$ cat config.mk
export PLATFORM = sky130hd
export DESIGN_NAME = tti_ctrl
export DESIGN_NICKNAME = d
export VERILOG_FILES = /design/src/timing_table_interpolator_assert.svh /design/src/tti_pkg.sv /design/src/tti_ctrl.sv
export SDC_FILE = /design/constraint.sdc
export NUM_CORES = 1
export LEC_CHECK = 0
export ABC_CLOCK_PERIOD_IN_PS = 2500
export BUFFER_PORTS_ARGS = -buffer_cell sky130_fd_sc_hd__buf_2
export CAP_MARGIN = 40
export CORE_MARGIN = 2
export CORE_UTILIZATION = 50
export DETAILED_ROUTE_END_ITERATION = 8
export PLACE_DENSITY = 0.76
export SLEW_MARGIN = 20
export SYNTH_ARGS = -nofsm -noshare
export SYNTH_HDL_FRONTEND = slang
export SYNTH_SLANG_ARGS = --single-unit
$ cat constraint.sdc
create_clock -name clk -period 2.5 [get_ports clk]
set_clock_uncertainty 0.2 [all_clocks]
set_input_delay 0.375 -clock clk [delete_from_list [all_inputs] [get_ports clk]]
set_output_delay 0.375 -clock clk [all_outputs]
set_load 0.01 [all_outputs]
$ cat src/timing_table_interpolator_assert.svh
// Assertion macros for the timing table interpolator.
// Used by the top level; no other dependencies.
`ifndef TIMING_TABLE_INTERPOLATOR_ASSERT_SVH
`define TIMING_TABLE_INTERPOLATOR_ASSERT_SVH
`ifndef SYNTH
`define TTI_ASSERT_IMP(name, clk, rst_n, pre, post) \
  name: assert property (@(posedge clk) disable iff (!rst_n) (pre) |-> (post)) \
    else $error("timing table assertion failed");
`define TTI_ASSERT_NXT(name, clk, rst_n, pre, post) \
  name: assert property (@(posedge clk) disable iff (!rst_n) (pre) |=> (post)) \
    else $error("timing table assertion failed");
`else
`define TTI_ASSERT_IMP(name, clk, rst_n, pre, post)
`define TTI_ASSERT_NXT(name, clk, rst_n, pre, post)
`endif
`endif

$ cat src/tti_pkg.sv
// Shared types and constants of the timing table interpolator.
// No dependencies.
`default_nettype none
package tti_pkg;
  localparam int SIZE_W = 32;
  localparam int TIME_W = 63;
  localparam int PROD_W = SIZE_W + TIME_W;
  localparam int DC_W   = $clog2(PROD_W);
  localparam int HALF_W = 32;
  localparam logic [TIME_W-1:0] TIME_MAX = '1;
  localparam logic ACT_RECORD = 1'b1;

  typedef enum logic [1:0] {
    ST_OK          = 2'd0,
    ST_NOT_FOUND   = 2'd1,
    ST_UNSUPPORTED = 2'd2,
    ST_FULL        = 2'd3
  } tti_status_t;

  typedef enum logic [2:0] {
    DEC_L_NF     = 3'd0,
    DEC_L_MARK   = 3'd1,
    DEC_L_DIRECT = 3'd2,
    DEC_L_INTERP = 3'd3,
    DEC_U_MARK   = 3'd4,
    DEC_U_AVG    = 3'd5,
    DEC_U_FULL   = 3'd6,
    DEC_U_INS    = 3'd7
  } tti_dec_t;

  typedef struct packed {
    logic clr_wr;
    logic load;
    logic addr;
    logic cnt_lat;
    logic scan;
    logic sel;
    logic prep;
    logic mul1;
    logic mul2;
    logic mul3;
    logic div;
    logic fin;
    logic mark_wr;
    logic avg_wr;
    logic sh_rd;
    logic sh_wr;
    logic ins_wr;
    logic out_ld;
  } tti_cmd_t;

  typedef struct packed {
    logic     clr_done;
    logic     range_bad;
    logic     scan_done;
    tti_dec_t dec;
    logic     div_done;
    logic     sh_more;
    logic     out_free;
  } tti_sts_t;
endpackage
`default_nettype wire

$ cat src/tti_ctrl.sv
// Controller state machine of the timing table interpolator.
// Depends on tti_pkg for the command and status structs.
`default_nettype none
module tti_ctrl (
  input  logic              clk,
  input  logic              rst_n,
  input  logic              in_valid,
  input  tti_pkg::tti_sts_t sts,
  output tti_pkg::tti_cmd_t cmd,
  output logic              idle
);
  import tti_pkg::*;

  typedef enum logic [18:0] {
    S_CLEAR = 19'b1 << 0,
    S_IDLE  = 19'b1 << 1,
    S_ADDR  = 19'b1 << 2,
    S_CNTW  = 19'b1 << 3,
    S_CNTL  = 19'b1 << 4,
    S_SCAN  = 19'b1 << 5,
    S_SEL   = 19'b1 << 6,
    S_PREP  = 19'b1 << 7,
    S_MUL1  = 19'b1 << 8,
    S_MUL2  = 19'b1 << 9,
    S_MUL3  = 19'b1 << 10,
    S_DIV   = 19'b1 << 11,
    S_FIN   = 19'b1 << 12,
    S_MARK  = 19'b1 << 13,
    S_AVG   = 19'b1 << 14,
    S_SHR   = 19'b1 << 15,
    S_SHW   = 19'b1 << 16,
    S_INS   = 19'b1 << 17,
    S_OUT   = 19'b1 << 18
  } state_t;

  state_t state_r, state_nxt;

  assign idle = (state_r == S_IDLE);

  always_comb begin
    cmd       = '0;
    state_nxt = state_r;
    unique case (state_r)
      S_CLEAR: begin
        cmd.clr_wr = 1'b1;
        if (sts.clr_done) state_nxt = S_IDLE;
      end
      S_IDLE: begin
        if (in_valid) begin
          cmd.load  = 1'b1;
          state_nxt = S_ADDR;
        end
      end
      S_ADDR: begin
        cmd.addr  = 1'b1;
        state_nxt = sts.range_bad ? S_OUT : S_CNTW;
      end
      S_CNTW: state_nxt = S_CNTL;
      S_CNTL: begin
        cmd.cnt_lat = 1'b1;
        state_nxt   = S_SCAN;
      end
      S_SCAN: begin
        cmd.scan = 1'b1;
        if (sts.scan_done) state_nxt = S_SEL;
      end
      S_SEL: begin
        cmd.sel = 1'b1;
        unique case (sts.dec)
          DEC_L_INTERP: state_nxt = S_PREP;
          DEC_U_MARK:   state_nxt = S_MARK;
          DEC_U_AVG:    state_nxt = S_AVG;
          DEC_U_INS:    state_nxt = S_SHR;
          default:      state_nxt = S_OUT;
        endcase
      end
      S_PREP: begin
        cmd.prep  = 1'b1;
        state_nxt = S_MUL1;
      end
      S_MUL1: begin
        cmd.mul1  = 1'b1;
        state_nxt = S_MUL2;
      end
      S_MUL2: begin
        cmd.mul2  = 1'b1;
        state_nxt = S_MUL3;
      end
      S_MUL3: begin
        cmd.mul3  = 1'b1;
        state_nxt = S_DIV;
      end
      S_DIV: begin
        cmd.div = 1'b1;
        if (sts.div_done) state_nxt = S_FIN;
      end
      S_FIN: begin
        cmd.fin   = 1'b1;
        state_nxt = S_OUT;
      end
      S_MARK: begin
        cmd.mark_wr = 1'b1;
        state_nxt   = S_OUT;
      end
      S_AVG: begin
        cmd.avg_wr = 1'b1;
        state_nxt  = S_OUT;
      end
      S_SHR: begin
        // move entries up one place, top first, to open the insert position
        if (sts.sh_more) begin
          cmd.sh_rd = 1'b1;
          state_nxt = S_SHW;
        end else begin
          state_nxt = S_INS;
        end
      end
      S_SHW: begin
        cmd.sh_wr = 1'b1;
        state_nxt = S_SHR;
      end
      S_INS: begin
        cmd.ins_wr = 1'b1;
        state_nxt  = S_OUT;
      end
      S_OUT: begin
        if (sts.out_free) begin
          cmd.out_ld = 1'b1;
          state_nxt  = S_IDLE;
        end
      end
      default: state_nxt = S_CLEAR;
    endcase
  end

  always_ff @(posedge clk) begin
    if (!rst_n) begin
      state_r <= S_CLEAR;
    end else begin
      state_r <= state_nxt;
    end
  end
endmodule
`default_nettype wire

## Yosys cells after proc, flatten, opt, wreduce, memory -nomap -nowiden

Index checks and enable logic that the tools add are counted.

- Register bits after elaboration: 19
- Bits in latches: 0
- Bits in writable memories: 0
- Bits in read-only memories: 0
- Input bits: 12
- Output and inout bits: 19
- Memories kept: 0

- $add $sub $neg: 0
- $mul: 0
- Divide/modulo/power cells: 0
- Magnitude comparators: 0
- Equal/unequal tests: 28
- Shift operators: 0
- Mux-type cells: 30
- Bitwise gates (word level): 0
- Reductions and logical operators: 2

Operator list:

| kind | number |
|---|---|
| case mux 19 bit (16 select lines) | 1 |
| 2-to-1 mux 19 bit | 6 |
| case mux 19 bit (4 select lines) | 1 |
| 2-to-1 mux 1 bit | 21 |
| == test 19 x 1 -> 1 bit (second input constant) | 1 |
| == test 19 x 10 -> 1 bit (second input constant) | 1 |
| == test 19 x 11 -> 1 bit (second input constant) | 1 |
| == test 19 x 12 -> 1 bit (second input constant) | 1 |
| == test 19 x 13 -> 1 bit (second input constant) | 1 |
| == test 19 x 14 -> 1 bit (second input constant) | 1 |
| == test 19 x 15 -> 1 bit (second input constant) | 1 |
| == test 19 x 16 -> 1 bit (second input constant) | 1 |
| == test 19 x 17 -> 1 bit (second input constant) | 1 |
| == test 19 x 18 -> 1 bit (second input constant) | 1 |
| == test 19 bit (second input constant) | 1 |
| == test 19 x 2 -> 1 bit (second input constant) | 1 |
| == test 19 x 3 -> 1 bit (second input constant) | 1 |
| == test 19 x 4 -> 1 bit (second input constant) | 1 |
| == test 19 x 5 -> 1 bit (second input constant) | 1 |
| == test 19 x 6 -> 1 bit (second input constant) | 1 |
| == test 19 x 7 -> 1 bit (second input constant) | 1 |
| == test 19 x 8 -> 1 bit (second input constant) | 1 |
| == test 19 x 9 -> 1 bit (second input constant) | 1 |
| 2-to-1 mux 18 bit | 1 |
| 5 further kinds | 11 |

## Logic depth before layout (Yosys ltp)

Gate-level depths: netlist of the first run.

- Word-level depth: 3
- Gate-level depth with buffers: 6

## Worst setup path before layout of the first run

OpenSTA, ideal clock, no wires.

- Kind: reg2out
- Start point: register state_r[5]
- End point: output port cmd[1] (netlist bit)
- Data arrival time: 1.699 ns
- Setup slack: 0.226 ns
- Cell stages (with the launch flop): 5
- Buffers on the path: 0
- Path through: dfxtp_1 > nor4_2 > nand4_1 > or3_1 > nor3b_1

RTL lines:

| element | RTL line | source |
|---|---|---|
| start, declared | tti_ctrl.sv:36 | `state_t state_r, state_nxt;` |
| start signal, assigned | tti_ctrl.sv:140 | `state_r <= state_nxt;` |
| end, declared | tti_ctrl.sv:9 | `output tti_pkg::tti_cmd_t cmd,` |

==> run metrics, run 1 <==
largest reg by FF count state_r; clock sink count 19; Starting Density between 50% and 60%; HPWL after DPL 2420 um; slack of the critical path -0.107 ns; CP Data Required Time around 1.9 ns; FFs w/ async S/R, synth 0%; area grow syn2layout 43.0%; Peak VDD IR 0.000465 V; Post-Place Worst Slack about 0.11 ns; commonest non-fill, non-tap cells in the layout 30 x buf_2, 26 x buf_4, 16 x nor2_1; Worst Hold End state_r[17]; Slew Limit Fails 0; clock tree root driver cell clkbuf_4; sequential area share after synthesis 31.9%; multi-input combinational cell area 872 sq um; initial antenna violation count 0; WL final about 3400 um; dominant synthesized flop cell dfxtp_1; port bufs 30; CP endpoint kind output port; post-DR wirelength/cell 15.0 um; CTS Buf Count 3; failing checks setup timing; CTS tree yes; Via-to-Cell Ratio approximately 5.9; clock latency on the worst-skew pair about 0.31 ns; Worst-Margin Slew 0.519 ns; RSZ-0062 raised after global routing yes; largest registers state_r x19; ratio of cells with drive above 1 in the final layout between 40% and 50%; largest buffer count on any clock path 2; total global routing overflow 0; dpl cell area between 0.001 and 0.0015 sq mm; Net Count, Synth between 150 and 200; Placed Cells ~210; data arrival time of the critical path about 2.0 ns; Cell variety after synth 45; Reg2Reg Launch Point state_r[16]; average size of a mapped cell 8.41 sq um; Vias around 1300; Cells after Synth about 140; mapped cell area around 0.0012 sq mm; Post-synth EDFFs 0; Core Area 0.00223 sq mm; Routed Antenna Nets 0; Tcrit/Tclk final 104%; antenna cells 0; die area around 0.0028 sq mm; Die W ~53 um; fin crit period between 2 and 3 ns; Fin. Hold Viols 0; Placer Congestion 0.944; CTS clk-pin slew, worst paths 0.12 ns; Pre-antenna DRT Iters 4; max reg flops 19; Worst Path Max Fanout 6; post-route cell area 0.00171 sq mm; DR iter-0 viols 55; vias in the first global route between 1000 and 1500; maxcap violations 0; htree depth 1; FF+latch count, synth 19; hold path depth 2; most common cell after layout, fill and taps aside buf_2; # IOs 31; startpoint types register; Net count, final approximately 210; Hold Crit Class in2reg; R2R depth 10; Fill cells 170; status finished with violations; Site Rows 17; Final Non-Filler Cells 229; static leakage between 0.0007 and 0.0008 uW; WS Path Type reg2out; Total GRT Usage 27.9%; Rel. slew slack between 60% and 70%; Pwr Density 417 mW/mm^2; # DRC 0; reg-to-reg slack, setup around 0.090 ns; FF+latch area 400 sq um; Final Util between 70 and 80%; global-route wire length before repair approximately 5600 um; Setup violations, final 7; Die Ht 52.9 um; Synth warnings 0; Hold Crit Start sts[1]; pin count of the biggest net entering global routing 15; Crit Reg-Reg Endpoint state_r[8]; f_max 0.384 GHz
[power breakdown]
group,internal (uW),switching [uW]
Combinational,107,120
Clock,59.9,104
Sequential,305,15.1
[kinds of logic after synthesis]
| logic type | share of synthesized area [%] |
|---|---|
| flops | 31.9 |
| buf+inv | 1.99 |
| compound gates | 11.1 |
| xor+xnor | 5.14 |
| simple gates | 49.9 |
[cell usage after synthesis (2+ instances only)]
library cell   n  area [sq um]
dfxtp_1       19           380
nand2b_1       3          18.8
a21oi_1        4          20.0
nand4_1        5          31.3
nand3_1        2          10.0
and3_1         2          12.5
nor3_1         7          35.0
or4_1          2          15.0
nand3b_1       3          22.5
nor4_4         3          63.8
inv_1          4          15.0
and2_1         5          31.3
nor3b_1        3          22.5
nor2_1        18          67.6
xor2_1         5          43.8
or3_1          2          12.5
nor4_1         7          43.8
nor2b_1        3          18.8
xnor2_1        2          17.5
o21ai_0        5          25.0
nor3_2         2          20.0
nand2_1       12          45.0
nor4_2         2          25.0
[timing repair]
action                                  in CTS  in global routing
resized for setup                           20                  9
endpoints found under the setup margin      15                 16
setup buffers                               14                  5
pin swaps                                    5                  6
hold buffers                                 0                  0
[per-stage QoR]
stage / power, uW / hold slack, ns / setup TNS [ns]
floorplan: 440 / 0.247 / 0
detailed placement: 515 / 0.360 / 0
CTS: 688 / 0.0129 / -0.377
global route: 746 / 0.0186 / -1.52
global placement: 510 / 0.354 / 0
finish: 711 / 0.0118 / -0.271
[metal layers]
metal  track usage, %  part of all wire [%]  vias up
met5                0                     0        -
met4             10.3                   1.8        0
met3             5.08                   7.4       10
met2             46.5                    50       59
met1             35.8                    41      627
li1                 -                     -      652
[critical path, stage by stage, from the launching register on]
cell and delay [ns]:
dfxtp_1 0.42, nor2_2 0.23, nand2_1 0.19, or4_4 0.55
nor3b_4 0.19, buf_2 0.15
[layout make-up]
class / count / share of cell area (%)
multi-input cells: 117 / 51.1
inverters: 4 / 0.880
repair buffers: 57 / 20.9
clock buffers: 3 / 1.32
well taps: 28 / 2.05
flip-flops and latches: 19 / 23.5
clock inverters: 1 / 0.293
[worst max-delay path by stage]
| stage | to | from | slack [ns] | cells past startpoint |
|---|---|---|---|---|
| after CTS | cmd[11] | state_r[11] | -0.09 | 5 |
| final | cmd[11] | state_r[16] | -0.11 | 5 |
| after floorplan | cmd[1] | state_r[5] | 0.23 | 4 |
| after global placement | cmd[3] | state_r[8] | 0.17 | 6 |
| after detailed placement | cmd[11] | state_r[8] | 0.11 | 5 |
| after global routing | cmd[11] | state_r[17] | -0.19 | 6 |
(Power assumes the default switching activity.)
==> run 2: changes to the inputs <==
--- a/config.mk
+++ b/config.mk
@@ -8,10 +8,12 @@
 export ABC_CLOCK_PERIOD_IN_PS = 2500
 export BUFFER_PORTS_ARGS = -buffer_cell sky130_fd_sc_hd__buf_2
 export CAP_MARGIN = 40
+export CELL_PAD_IN_SITES_DETAIL_PLACEMENT = 1
+export CELL_PAD_IN_SITES_GLOBAL_PLACEMENT = 1
 export CORE_MARGIN = 2
-export CORE_UTILIZATION = 50
+export CORE_UTILIZATION = 38
 export DETAILED_ROUTE_END_ITERATION = 8
-export PLACE_DENSITY = 0.76
+export PLACE_DENSITY_LB_ADDON = 0.1
 export SLEW_MARGIN = 20
 export SYNTH_ARGS = -nofsm -noshare
 export SYNTH_HDL_FRONTEND = slang
==> run metrics, run 2 (synthesized netlist as in run 1, its figures left out) <==
status finished with violations; failing checks setup timing; Post-CTS Hold Buffers 0; DR WL met3 between 150 and 200 um; crit-path leading delay family simple AND/OR/NAND/NOR gates; CTS clk-pin slew, worst paths between 0.1 and 0.15 ns; # IOs 31; top sig layer met4; Setup violations, final 9; post-DR wirelength/cell 16.7 um; Reg2Reg Launch Point state_r[3]; FF+latch area between 400 and 500 sq um; Net count, final between 200 and 250; Crit Reg-Reg Endpoint state_r[13]; clock share of power 22.3%; DR iter-0 viols 56; initial antenna violation count 0; Comb pwr share around 34%; Placer Congestion 0.936; Worst Path Max Fanout 3; Hold Crit Start sts[1]; total global routing overflow 0; Net Sw Frac around 34%; CP peak stage delay roughly 0.36 ns; Critical path buffers and inverters 3; port bufs 30; antenna cells 0; Pint just under 500 uW; Starting Density around 39%; die area 0.00361 sq mm; Placed Cells 228; Min Hold Slack roughly 0.047 ns; commonest non-fill, non-tap cells in the layout 30 x buf_2, 26 x buf_4, 15 x nor2_1; Sequential Power Share a little over two fifths; Pwr Density 417 mW/mm^2; Slew Limit Fails 0; Worst-Margin Slew 0.612 ns; startpoint types register; data arrival time of the critical path ~2 ns; clock sink count 19; largest registers state_r x19; vias in the first global route approximately 1300; WL final 4140 um; critical-path cell list nor4_4 -> buf_4 -> buf_4 -> nand4_1 -> or3_4 -> nor3b_2 -> buf_2; ratio of cells with drive above 1 in the final layout roughly half; WS Path Type reg2out; R2R depth 8; CP Data Required Time 1.92 ns; Final Non-Filler Cells about 250; f_max around 0.39 GHz; Pre-antenna DRT Iters 4; Rel. slew slack 58.2%; HPWL after DPL 2980 um; Fin. Hold Viols 0; crit-path most repeated cell buf_4; CTS tree yes; max reg flops 19; CP endpoint kind output port; Hold Crit Class in2reg; static leakage 0.000758 uW; largest reg by FF count state_r; fin crit period around 2.6 ns; Fill cells 355; Via-to-Cell Ratio ~5.5; pin count of the biggest net entering global routing 15; area grow syn2layout 47.5%; CP max-delay cell dfxtp_2; Peak VDD IR about 0.00023 V; Routed Antenna Nets 0; largest buffer count on any clock path 2; Total GRT Usage ~23%; Worst Hold End state_r[17]; Die W around 60 um; global-route wire length before repair about 6300 um; multi-input combinational cell area ~880 sq um; slack of the critical path -0.0701 ns; Die Ht about 60 um; most common cell after layout, fill and taps aside buf_2; Tcrit/Tclk final 103%; clock tree root driver cell clkbuf_4; Core Area 0.00303 sq mm; clock latency on the worst-skew pair about 0.3 ns; Vias 1354; hold path depth 2; maxcap violations 0; Sw Pwr around 250 uW; Site Rows 20; met2 wire length around 2200 um; reg-to-reg slack, setup 0.17 ns; htree depth 1; met1 wire length about 1800 um; # DRC 0; CTS Buf Count 3; RSZ-0062 raised after global routing yes
-- run 2: through the flow --
stage	utilization, %	TNS [ns]	total power, uW	instance area [sq um]	setup WS [ns]
5_1_grt	58.1	-1.43	773	1760	-0.162
3_5_place_dp	49.4	0	527	1500	0.0764
2_1_floorplan	-	0	440	1190	0.226
4_1_cts	52.7	-0.143	693	1600	-0.0608
3_3_place_gp	49.4	0	519	1500	0.132
6_report	58.1	-0.308	734	1760	-0.0701
-- run 2: how the worst max path moves through the flow --
stage / end / start / cells after the start
3_3_place_gp: cmd[11] / state_r[8] / 5
2_1_floorplan: cmd[1] / state_r[5] / 4
3_5_place_dp: cmd[11] / state_r[8] / 5
4_1_cts: cmd[11] / state_r[17] / 6
5_1_grt: cmd[4] / state_r[11] / 7
6_report: cmd[1] / state_r[11] / 7
-- run 2: layout make-up --
class | instances | area share (%)
clock buffers | 4 | 1.49
inverters | 4 | 0.853
multi-input cells | 117 | 50.0
flip-flops and latches | 19 | 23.0
well taps | 44 | 3.13
repair buffers | 59 | 21.5
-- run 2: power groups by stage --
stage | Clock [uW] | Combinational [uW] | Sequential [uW]
3_3_place_gp | 0 | 192 | 327
6_report | 164 | 250 | 320
4_1_cts | 165 | 209 | 319
5_1_grt | 182 | 270 | 321
3_5_place_dp | 0 | 198 | 329
2_1_floorplan | 0 | 115 | 326
-- run 2: worst reg2reg max path, stage by stage, from the launching register on --
cell and delay, ns:
dfxtp_1 0.40, nor3_2 0.21, buf_4 0.19, nand3_4 0.10, buf_4 0.17, nor4_4 0.40, buf_4 0.18, nand2_1 0.07
nor3b_1 0.30
-- run 2: per-layer routing --
layer  vias up  global-route usage, %
met2        28                   40.8
met5         -                      0
met3         4                   2.60
met4         0                   5.71
li1        651                      -
met1       671                   29.8
-- run 2: what timing repair did --
action,CTS,global route
resized for setup,16,20
buffers inserted,5,11
pin swaps,4,9
hold endpoints to repair,0,0
endpoints found under the setup margin,15,13
